==> src/rtl/tcvwp_pkg.sv <==
package tcvwp_pkg;

  localparam int VALUE_WIDTH = 20;
  localparam int WORD_WIDTH  = 32;
  localparam int CFG_WIDTH   = 5;
  localparam int CFG_IDX_W   = 2;
  // bit counts below twice the word width
  localparam int FILL_W      = $clog2(WORD_WIDTH) + 1;
  localparam int LEN_W       = $clog2(VALUE_WIDTH + 1) + 1;
  localparam int FIFO_DEPTH  = 2;

  localparam logic [CFG_IDX_W-1:0] REG_RUN_SHORT   = 2'd0;
  localparam logic [CFG_IDX_W-1:0] REG_RUN_LONG    = 2'd1;
  localparam logic [CFG_IDX_W-1:0] REG_PIXEL_SHORT = 2'd2;
  localparam logic [CFG_IDX_W-1:0] REG_PIXEL_LONG  = 2'd3;

  localparam logic [CFG_WIDTH-1:0] RUN_SHORT_RST   = 5'd10;
  localparam logic [CFG_WIDTH-1:0] RUN_LONG_RST    = 5'd20;
  localparam logic [CFG_WIDTH-1:0] PIXEL_SHORT_RST = 5'd8;
  localparam logic [CFG_WIDTH-1:0] PIXEL_LONG_RST  = 5'd16;

  // One classified beat: either a flush or a code of nbits right-aligned bits.
  typedef struct packed {
    logic                  flush;
    logic [FILL_W-1:0]     nbits;
    logic [WORD_WIDTH-1:0] code;
    logic                  err;
  } op_t;

endpackage

==> src/rtl/two_class_variable_width_packer_top.sv <==
// Two-class variable-width packer. Values alternate run count and pixel value;
// each is coded as one class bit plus the value at the short or long width of
// its kind and packed MSB first into 32-bit words. One item is accepted per
// clock while in_stall_o is low: the classifier (length encode, compare,
// mask) works on the item in its accepting cycle and hands it through a
// two-entry queue to the packer's shift-merge; a finished word sits in an
// output register, so out_valid_o rises only after the item that completes
// it has been written into the queue and then popped by the packer. While
// a word is held the packer stops, the queue fills after two beats and
// in_stall_o rises; it drops in the cycle after the packer takes a beat again.
// A flush with no pending bits gives no word. width_error is sticky until
// reset. Configuration writes are always ready; issue them only while idle.
module two_class_variable_width_packer_top import tcvwp_pkg::*; (
  input  logic                   clk_i,
  input  logic                   rst_ni,
  input  logic                   cfg_valid_i,
  output logic                   cfg_ready_o,
  input  logic [CFG_IDX_W-1:0]   cfg_index_i,
  input  logic [CFG_WIDTH-1:0]   cfg_data_i,
  input  logic                   in_valid_i,
  output logic                   in_stall_o,
  input  logic                   mode_i,
  input  logic [VALUE_WIDTH-1:0] value_i,
  output logic                   out_valid_o,
  input  logic                   out_stall_i,
  output logic [WORD_WIDTH-1:0]  packed_word_o,
  output logic [FILL_W-1:0]      valid_bits_o,
  output logic                   width_error_o,
  output logic                   last_o
);

  op_t  front_op, queue_op;
  logic push, pop, full, empty;

  assign cfg_ready_o = 1'b1;
  assign in_stall_o  = full;
  assign push        = in_valid_i && !full;

  tcvwp_front u_front (
    .clk_i       (clk_i),
    .rst_ni      (rst_ni),
    .cfg_valid_i (cfg_valid_i),
    .cfg_index_i (cfg_index_i),
    .cfg_data_i  (cfg_data_i),
    .push_i      (push),
    .mode_i      (mode_i),
    .value_i     (value_i),
    .op_o        (front_op)
  );

  tcvwp_fifo u_fifo (
    .clk_i   (clk_i),
    .rst_ni  (rst_ni),
    .push_i  (push),
    .wdata_i (front_op),
    .pop_i   (pop),
    .rdata_o (queue_op),
    .full_o  (full),
    .empty_o (empty)
  );

  tcvwp_back u_back (
    .clk_i         (clk_i),
    .rst_ni        (rst_ni),
    .empty_i       (empty),
    .op_i          (queue_op),
    .pop_o         (pop),
    .out_valid_o   (out_valid_o),
    .out_stall_i   (out_stall_i),
    .packed_word_o (packed_word_o),
    .valid_bits_o  (valid_bits_o),
    .width_error_o (width_error_o),
    .last_o        (last_o)
  );

endmodule

==> src/rtl/tcvwp_front.sv <==
module tcvwp_front import tcvwp_pkg::*; (
  input  logic                   clk_i,
  input  logic                   rst_ni,
  input  logic                   cfg_valid_i,
  input  logic [CFG_IDX_W-1:0]   cfg_index_i,
  input  logic [CFG_WIDTH-1:0]   cfg_data_i,
  input  logic                   push_i,
  input  logic                   mode_i,
  input  logic [VALUE_WIDTH-1:0] value_i,
  output op_t                    op_o
);

  logic [CFG_WIDTH-1:0] run_short_q, run_long_q, pixel_short_q, pixel_long_q;
  logic                 pixel_turn_q, pixel_turn_d;
  logic                 err_q, err_d;

  logic [CFG_WIDTH-1:0]  sw, lw, w;
  logic [LEN_W-1:0]      len;
  logic                  cls;
  logic [WORD_WIDTH-1:0] val_ext, mask, code;

  always_comb begin
    len = LEN_W'(1);
    for (int i = 1; i < VALUE_WIDTH; i++) begin
      if (value_i[i]) len = LEN_W'(i + 1);
    end
  end

  always_comb begin
    sw      = pixel_turn_q ? pixel_short_q : run_short_q;
    lw      = pixel_turn_q ? pixel_long_q  : run_long_q;
    cls     = len > LEN_W'(sw);
    w       = cls ? lw : sw;
    val_ext = WORD_WIDTH'(value_i);
    mask    = ~({WORD_WIDTH{1'b1}} << w);
    code    = (val_ext & mask) | (WORD_WIDTH'(cls) << w);

    pixel_turn_d = pixel_turn_q;
    err_d        = err_q;
    if (push_i) begin
      if (mode_i) begin
        pixel_turn_d = 1'b0;
      end else begin
        pixel_turn_d = ~pixel_turn_q;
        if (cls && (len > LEN_W'(lw))) err_d = 1'b1;
      end
    end

    op_o.flush = mode_i;
    op_o.nbits = FILL_W'(w) + FILL_W'(1);
    op_o.code  = code;
    op_o.err   = mode_i ? err_q : err_d;
  end

  always_ff @(posedge clk_i or negedge rst_ni) begin
    if (!rst_ni) begin
      run_short_q   <= RUN_SHORT_RST;
      run_long_q    <= RUN_LONG_RST;
      pixel_short_q <= PIXEL_SHORT_RST;
      pixel_long_q  <= PIXEL_LONG_RST;
      pixel_turn_q  <= 1'b0;
      err_q         <= 1'b0;
    end else begin
      pixel_turn_q <= pixel_turn_d;
      err_q        <= err_d;
      if (cfg_valid_i) begin
        unique case (cfg_index_i)
          REG_RUN_SHORT:   run_short_q   <= cfg_data_i;
          REG_RUN_LONG:    run_long_q    <= cfg_data_i;
          REG_PIXEL_SHORT: pixel_short_q <= cfg_data_i;
          REG_PIXEL_LONG:  pixel_long_q  <= cfg_data_i;
          default: ;
        endcase
      end
    end
  end

endmodule

==> src/rtl/tcvwp_fifo.sv <==
module tcvwp_fifo import tcvwp_pkg::*; (
  input  logic clk_i,
  input  logic rst_ni,
  input  logic push_i,
  input  op_t  wdata_i,
  input  logic pop_i,
  output op_t  rdata_o,
  output logic full_o,
  output logic empty_o
);

  localparam int PTR_W = $clog2(FIFO_DEPTH);
  localparam int CNT_W = $clog2(FIFO_DEPTH + 1);

  op_t              mem_q [FIFO_DEPTH];
  logic [PTR_W-1:0] wr_ptr_q, rd_ptr_q;
  logic [CNT_W-1:0] cnt_q;

  assign full_o  = cnt_q == CNT_W'(FIFO_DEPTH);
  assign empty_o = cnt_q == '0;
  assign rdata_o = mem_q[rd_ptr_q];

  always_ff @(posedge clk_i) begin
    if (push_i) mem_q[wr_ptr_q] <= wdata_i;
  end

  always_ff @(posedge clk_i or negedge rst_ni) begin
    if (!rst_ni) begin
      wr_ptr_q <= '0;
      rd_ptr_q <= '0;
      cnt_q    <= '0;
    end else begin
      if (push_i) wr_ptr_q <= (wr_ptr_q == PTR_W'(FIFO_DEPTH - 1)) ? '0 : wr_ptr_q + 1'b1;
      if (pop_i)  rd_ptr_q <= (rd_ptr_q == PTR_W'(FIFO_DEPTH - 1)) ? '0 : rd_ptr_q + 1'b1;
      if (push_i && !pop_i)      cnt_q <= cnt_q + 1'b1;
      else if (pop_i && !push_i) cnt_q <= cnt_q - 1'b1;
    end
  end

endmodule

==> src/rtl/tcvwp_back.sv <==
module tcvwp_back import tcvwp_pkg::*; (
  input  logic                  clk_i,
  input  logic                  rst_ni,
  input  logic                  empty_i,
  input  op_t                   op_i,
  output logic                  pop_o,
  output logic                  out_valid_o,
  input  logic                  out_stall_i,
  output logic [WORD_WIDTH-1:0] packed_word_o,
  output logic [FILL_W-1:0]     valid_bits_o,
  output logic                  width_error_o,
  output logic                  last_o
);

  localparam int CAT_W = 2 * WORD_WIDTH;
  localparam int SH_W  = FILL_W + 1;

  logic [WORD_WIDTH-1:0] partial_q, partial_d;
  logic [FILL_W-1:0]     fill_q, fill_d;
  logic                  out_valid_q;
  logic [WORD_WIDTH-1:0] word_q;
  logic [FILL_W-1:0]     bits_q;
  logic                  err_q, last_q;

  logic [SH_W-1:0]       sh;
  logic [FILL_W-1:0]     total;
  logic [CAT_W-1:0]      cat;
  logic                  emit;
  logic [WORD_WIDTH-1:0] emit_word;
  logic [FILL_W-1:0]     emit_bits;

  assign pop_o = !empty_i && (!out_valid_q || !out_stall_i);

  always_comb begin
    sh    = SH_W'(CAT_W) - SH_W'(fill_q) - SH_W'(op_i.nbits);
    total = fill_q + op_i.nbits;
    cat   = {partial_q, WORD_WIDTH'(0)} | (CAT_W'(op_i.code) << sh);

    emit      = 1'b0;
    emit_word = cat[CAT_W-1:WORD_WIDTH];
    emit_bits = FILL_W'(WORD_WIDTH);
    partial_d = partial_q;
    fill_d    = fill_q;
    if (op_i.flush) begin
      emit      = fill_q != '0;
      emit_word = partial_q;
      emit_bits = fill_q;
      partial_d = '0;
      fill_d    = '0;
    end else if (total >= FILL_W'(WORD_WIDTH)) begin
      // word complete, spill goes to the next one
      emit      = 1'b1;
      partial_d = cat[WORD_WIDTH-1:0];
      fill_d    = total - FILL_W'(WORD_WIDTH);
    end else begin
      partial_d = cat[CAT_W-1:WORD_WIDTH];
      fill_d    = total;
    end
  end

  always_ff @(posedge clk_i or negedge rst_ni) begin
    if (!rst_ni) begin
      partial_q   <= '0;
      fill_q      <= '0;
      out_valid_q <= 1'b0;
    end else begin
      if (pop_o && emit) out_valid_q <= 1'b1;
      else if (!out_stall_i) out_valid_q <= 1'b0;
      if (pop_o) begin
        partial_q <= partial_d;
        fill_q    <= fill_d;
      end
    end
  end

  always_ff @(posedge clk_i) begin
    if (pop_o && emit) begin
      word_q <= emit_word;
      bits_q <= emit_bits;
      err_q  <= op_i.err;
      last_q <= op_i.flush;
    end
  end

  assign out_valid_o   = out_valid_q;
  assign packed_word_o = word_q;
  assign valid_bits_o  = bits_q;
  assign width_error_o = err_q;
  assign last_o        = last_q;

`ifndef SYNTHESIS
  a_fill_below_word: assert property (@(posedge clk_i) disable iff (!rst_ni)
    fill_q < FILL_W'(WORD_WIDTH))
    else $error("fill count reached word width");
  a_full_word_bits: assert property (@(posedge clk_i) disable iff (!rst_ni)
    (out_valid_q && !last_q) |-> (bits_q == FILL_W'(WORD_WIDTH)))
    else $error("non-flush word not full");
  a_flush_clears: assert property (@(posedge clk_i) disable iff (!rst_ni)
    (pop_o && op_i.flush) |=> (fill_q == '0 && partial_q == '0))
    else $error("flush left bits behind");
  a_no_pop_when_held: assert property (@(posedge clk_i) disable iff (!rst_ni)
    (out_valid_q && out_stall_i) |-> !pop_o)
    else $error("pop while output held");
`endif

endmodule
==> config.mk <==
export PLATFORM = sky130hd
export DESIGN_NAME = two_class_variable_width_packer_top
export DESIGN_NICKNAME = d
export VERILOG_FILES = /design/src/rtl/tcvwp_pkg.sv /design/src/rtl/two_class_variable_width_packer_top.sv /design/src/rtl/tcvwp_front.sv /design/src/rtl/tcvwp_fifo.sv /design/src/rtl/tcvwp_back.sv
export SDC_FILE = /design/constraint.sdc
export NUM_CORES = 1
export LEC_CHECK = 0
export BUFFER_PORTS_ARGS = -buffer_cell sky130_fd_sc_hd__buf_4
export CORE_AREA = 5 5 147 149
export CTS_CLUSTER_SIZE = 8
export DETAILED_ROUTE_END_ITERATION = 16
export DIE_AREA = 0 0 152 154
export PLACE_DENSITY = 0.8
export SYNTH_ARGS = -nofsm -noshare
export SYNTH_HDL_FRONTEND = slang
export SYNTH_SLANG_ARGS = --single-unit
==> constraint.sdc <==
create_clock -name clk_i -period 6 [get_ports clk_i]
set_input_delay 0.9 -clock clk_i [delete_from_list [all_inputs] [get_ports clk_i]]
set_output_delay 0.9 -clock clk_i [all_outputs]
set_load 0.02 [all_outputs]
==> metrics.txt <==
# TYPE chip_impl_metric gauge
chip_impl_metric{name="finalWorstPathRequiredPeriod",unit="ps"} 4661
chip_impl_metric{name="final.period_utilization",unit="%"} 77.68
chip_impl_metric{name="grt_pass1_vias",unit=""} 9315
chip_impl_metric{name="worst-path-buf-inv",unit=""} 3
chip_impl_info{name="timing_worst_setup_path_type",value="register to register"} 1
chip_impl_metric{name="max_freq",unit="MHz"} 214.6
chip_impl_metric{name="synth.net_count",unit=""} 1126
chip_impl_metric{name="ys_async_rst_share",unit="%"} 35.14
chip_impl_metric{name="netlist-cell-type-count",unit=""} 85
chip_impl_metric{name="grt_pass1_wl",unit="um"} 51180
chip_impl_metric{name="drtIter0Drc",unit=""} 952
chip_impl_metric{name="multi_input_comb_area",unit="mm^2"} 0.006501
chip_impl_metric{name="instances_no_fill",unit=""} 1397
chip_impl_metric{name="synthesis.yosys.warnings",unit=""} 0
chip_impl_info{name="cp_slowest_cell",value="sky130_fd_sc_hd__clkinv_1"} 1
chip_impl_metric{name="initial_utilization",unit="%"} 60.75
chip_impl_metric{name="worst_slew_margin_rel",unit="%"} 23.54
chip_impl_metric{name="numClockSinks",unit=""} 185
chip_impl_info{name="clock_tree.root_cell",value="sky130_fd_sc_hd__clkbuf_16"} 1
chip_impl_metric{name="detailed_place_hpwl",unit="um"} 23140
chip_impl_metric{name="routedWlPerCell",unit="um"} 22.77
chip_impl_metric{name="ff_latch_area",unit="mm^2"} 0.005239
chip_impl_metric{name="gpl.final_weighted_congestion",unit=""} 0.9669
chip_impl_metric{name="placed_instances",unit=""} 1365
chip_impl_metric{name="top_level_ports",unit=""} 76
chip_impl_metric{name="fp.dieArea",unit="mm^2"} 0.02341
chip_impl_metric{name="numPortBuffers",unit=""} 74
chip_impl_metric{name="cts-root-to-sink-buffers",unit=""} 2
chip_impl_metric{name="fp.dieW",unit="um"} 152
chip_impl_metric{name="reg2reg_setup_slack",unit="ps"} 1340
chip_impl_info{name="setup.worst_path.start",value="u_fifo.rd_ptr_q"} 1
chip_impl_metric{name="synth.cell_area",unit="mm^2"} 0.01217
chip_impl_metric{name="drc_errors",unit=""} 0
chip_impl_metric{name="core-area",unit="mm^2"} 0.02004
chip_impl_metric{name="clock_latency_on_the_worst_skew_pair",unit="ps"} 450
chip_impl_info{name="unrepaired_setup_endpoints_after_global_routing",value="no"} 1
chip_impl_metric{name="tns",unit="ps"} 0
chip_impl_metric{name="drt-vias-per-instance",unit=""} 6.770
chip_impl_metric{name="drive_above_1_share",unit="%"} 23.78
chip_impl_metric{name="seq_area_frac_synth",unit="%"} 43.03
chip_impl_metric{name="synthToLayoutAreaGrowth",unit="%"} 11.33
chip_impl_info{name="worstReg2RegStart",value="u_fifo.rd_ptr_q"} 1
chip_impl_metric{name="postCtsSetupBuffers",unit=""} 0
chip_impl_info{name="top_ff_cell_synth",value="sky130_fd_sc_hd__edfxtp_1"} 1
chip_impl_metric{name="finalHoldViolCount",unit=""} 0
chip_impl_metric{name="global_route.overflow_total",unit=""} 0
chip_impl_metric{name="die_height",unit="um"} 154
chip_impl_metric{name="cts_buffers",unit=""} 17
chip_impl_metric{name="finClkSkew",unit="ps"} 22.45
chip_impl_metric{name="final_max_slew_viol_count",unit=""} 0
chip_impl_info{name="tritoncts",value="built"} 1
chip_impl_metric{name="postCtsResizedCells",unit=""} 0
chip_impl_metric{name="grt_start_max_net_pins",unit=""} 67
chip_impl_metric{name="critPathMaxFanout",unit=""} 42
chip_impl_metric{name="max_cap_viol_count",unit=""} 0
chip_impl_metric{name="rows",unit=""} 52
chip_impl_metric{name="setup_viol",unit=""} 0
chip_impl_metric{name="htree_levels",unit=""} 4
chip_impl_metric{name="num_antenna_cells",unit=""} 0
chip_impl_metric{name="ys_seq_elements",unit=""} 185
chip_impl_metric{name="globalRouteTotalUtil",unit="%"} 27.26
chip_impl_metric{name="post_synth_edffs",unit=""} 120
chip_impl_metric{name="worst_path_largest_cell_delay",unit="ps"} 680
chip_impl_info{name="worstPathCellList",value="mux2_2, ha_1, inv_1, ha_2, fa_1, buf_4, clkinv_1, nor4_1, a21oi_1, a221oi_1, mux2i_1, o21ai_0"} 1
chip_impl_info{name="timing.hold.worst.class",value="register to register"} 1
chip_impl_metric{name="critical_path_depth",unit=""} 12
chip_impl_info{name="cp-end-kind",value="register"} 1
chip_impl_metric{name="syn-mean-instance-area",unit="um^2"} 11.47
chip_impl_metric{name="nFillCells",unit=""} 1547
chip_impl_metric{name="syn_inst",unit=""} 1061
chip_impl_metric{name="firstDrtPassIters",unit=""} 6
chip_impl_info{name="status",value="completed"} 1
chip_impl_info{name="timing.critical_path.max_delay_family",value="buffers and inverters"} 1
chip_impl_info{name="worstReg2RegEnd",value="u_back.packed_word_o[28]"} 1
chip_impl_metric{name="detailed_route_wire_length",unit="um"} 31820
chip_impl_metric{name="hold_buffer_count_at_cts",unit=""} 0
chip_impl_metric{name="worst-slew-pin-transition",unit="ps"} 1144
chip_impl_metric{name="clk_pin_slew",unit="ps"} 80
chip_impl_metric{name="antenna_found_initial",unit=""} 0
chip_impl_metric{name="critical_path_required",unit="ps"} 6290
chip_impl_metric{name="reg2reg_depth",unit=""} 12
chip_impl_metric{name="nets",unit=""} 1179
chip_impl_info{name="cp-start-kind",value="register"} 1
chip_impl_metric{name="cp.arrival",unit="ps"} 4950
chip_impl_metric{name="antenna_left",unit=""} 0
chip_impl_metric{name="num_vias",unit=""} 9457
chip_impl_info{name="crit_end",value="u_back.packed_word_o[28]"} 1
==> logic make-up after synthesis <==
family	Yosys count	synth area share [%]
xor gates and xnor gates	17	1.285
buffers and inverters	98	3.967
and+or+nand+nor	263	9.724
muxes	200	23.62
other	1	0.03081
adders and majority gates	32	3.474
DFF	185	43.03
AOI/OAI and AO/OA	265	14.87
==> flip-flops by register name (all words and copies together), names as in the netlist, 2 cells and up <==
signal / cells
u_front.pixel_long_q: 5
u_back.fill_q: 6
u_back.valid_bits_o: 6
u_front.run_long_q: 5
u_front.pixel_short_q: 5
u_back.packed_word_o: 32
u_front.run_short_q: 5
u_back.partial_q: 32
u_fifo.cnt_q: 2
u_fifo.mem_q: 80
==> per-layer routing <==
metal | up-vias | track usage (%) | part of all wire [%]
li1 | 4231 | - | -
met1 | 4544 | 35.78 | 40
met2 | 561 | 44.16 | 48
met3 | 121 | 5.031 | 7.6
met4 | 0 | 13.06 | 4.6
met5 | - | 0 | 0
==> Yosys cell counts, types with 10 or more instances <==
library cell / instances / area (um^2)
sky130_fd_sc_hd__a31oi_1: 11 / 68.82
sky130_fd_sc_hd__ha_1: 29 / 362.9
sky130_fd_sc_hd__a21o_1: 15 / 112.6
sky130_fd_sc_hd__nor3_1: 11 / 55.05
sky130_fd_sc_hd__dfrtp_1: 59 / 1476
sky130_fd_sc_hd__and3_1: 13 / 81.33
sky130_fd_sc_hd__mux2_2: 54 / 608.1
sky130_fd_sc_hd__xnor2_1: 11 / 96.34
sky130_fd_sc_hd__a211oi_1: 11 / 82.58
sky130_fd_sc_hd__clkbuf_1: 26 / 97.59
sky130_fd_sc_hd__edfxtp_1: 120 / 3603
sky130_fd_sc_hd__mux2i_1: 81 / 810.8
sky130_fd_sc_hd__nand2b_1: 10 / 62.56
sky130_fd_sc_hd__a21oi_1: 58 / 290.3
sky130_fd_sc_hd__mux4_2: 59 / 1329
sky130_fd_sc_hd__nand3_1: 20 / 100.1
sky130_fd_sc_hd__nor2_1: 98 / 367.9
sky130_fd_sc_hd__a221oi_1: 11 / 96.34
sky130_fd_sc_hd__buf_2: 22 / 110.1
sky130_fd_sc_hd__inv_1: 33 / 123.9
sky130_fd_sc_hd__o22ai_1: 12 / 75.07
sky130_fd_sc_hd__o21ai_0: 54 / 270.3
sky130_fd_sc_hd__nand2_1: 78 / 292.8
==> cell usage in the layout (no fill, tap or decap), types with 4 or more instances in the layout <==
cell type	n
sky130_fd_sc_hd__a221o_1	5
sky130_fd_sc_hd__nor2_1	96
sky130_fd_sc_hd__nor3_1	11
sky130_fd_sc_hd__ha_1	27
sky130_fd_sc_hd__xor2_1	5
sky130_fd_sc_hd__nor4_1	7
sky130_fd_sc_hd__o21ai_0	54
sky130_fd_sc_hd__clkbuf_16	17
sky130_fd_sc_hd__xnor2_1	9
sky130_fd_sc_hd__o21bai_1	9
sky130_fd_sc_hd__a22oi_1	5
sky130_fd_sc_hd__nand3_1	20
sky130_fd_sc_hd__dfstp_2	6
sky130_fd_sc_hd__o22ai_1	12
sky130_fd_sc_hd__inv_1	33
sky130_fd_sc_hd__a211oi_1	11
sky130_fd_sc_hd__mux2i_1	80
sky130_fd_sc_hd__dfrtp_1	58
sky130_fd_sc_hd__nand2b_1	10
sky130_fd_sc_hd__nor3b_1	4
sky130_fd_sc_hd__a41oi_1	4
sky130_fd_sc_hd__clkinv_8	4
sky130_fd_sc_hd__a211o_1	5
sky130_fd_sc_hd__o211ai_1	5
sky130_fd_sc_hd__a221oi_1	11
sky130_fd_sc_hd__and3_1	13
sky130_fd_sc_hd__edfxtp_1	120
sky130_fd_sc_hd__o21a_1	8
sky130_fd_sc_hd__mux4_2	59
sky130_fd_sc_hd__mux2_2	54
sky130_fd_sc_hd__nand2_1	78
sky130_fd_sc_hd__a21oi_1	58
sky130_fd_sc_hd__o221ai_1	6
sky130_fd_sc_hd__and2_1	4
sky130_fd_sc_hd__o31ai_1	5
sky130_fd_sc_hd__buf_4	97
sky130_fd_sc_hd__a21o_1	15
sky130_fd_sc_hd__a31oi_1	11
==> worst min-delay path by stage <==
stage                       start  cells past startpoint       endpoint
finish              u_front.err_q                      1  u_front.err_q
global route        u_front.err_q                      1  u_front.err_q
CTS                 u_front.err_q                      1  u_front.err_q
detailed placement  u_front.err_q                      1  u_front.err_q
global placement    u_front.err_q                      1  u_front.err_q
floorplan           u_front.err_q                      1  u_front.err_q
==> metrics by stage <==
step / setup WS, ps / hold WS, ps / utilization, % / cell area, um^2
4_1_cts: 1397 / 484.5 / 67.63 / 13550
3_3_place_gp: 1310 / 454.2 / 64.56 / 12940
2_1_floorplan: 467.0 / 437.2 / - / 12170
6_report: 1339 / 486.1 / 67.63 / 13550
3_5_place_dp: 1213 / 466.3 / 64.56 / 12940
5_1_grt: 1054 / 503.4 / 67.63 / 13550
==> layout make-up <==
cell class,count,share of cell area [%]
Multi-Input combinational cell,778,47.97
Sequential cell,185,38.66
Timing Repair Buffer,97,5.373
Clock buffer,17,3.139
Tap cell,270,2.493
Clock inverter,15,1.394
Inverter,35,0.9694
Power is not shown: default switching activity piles up to over one toggle a cycle in this logic, so the estimate is an artifact.
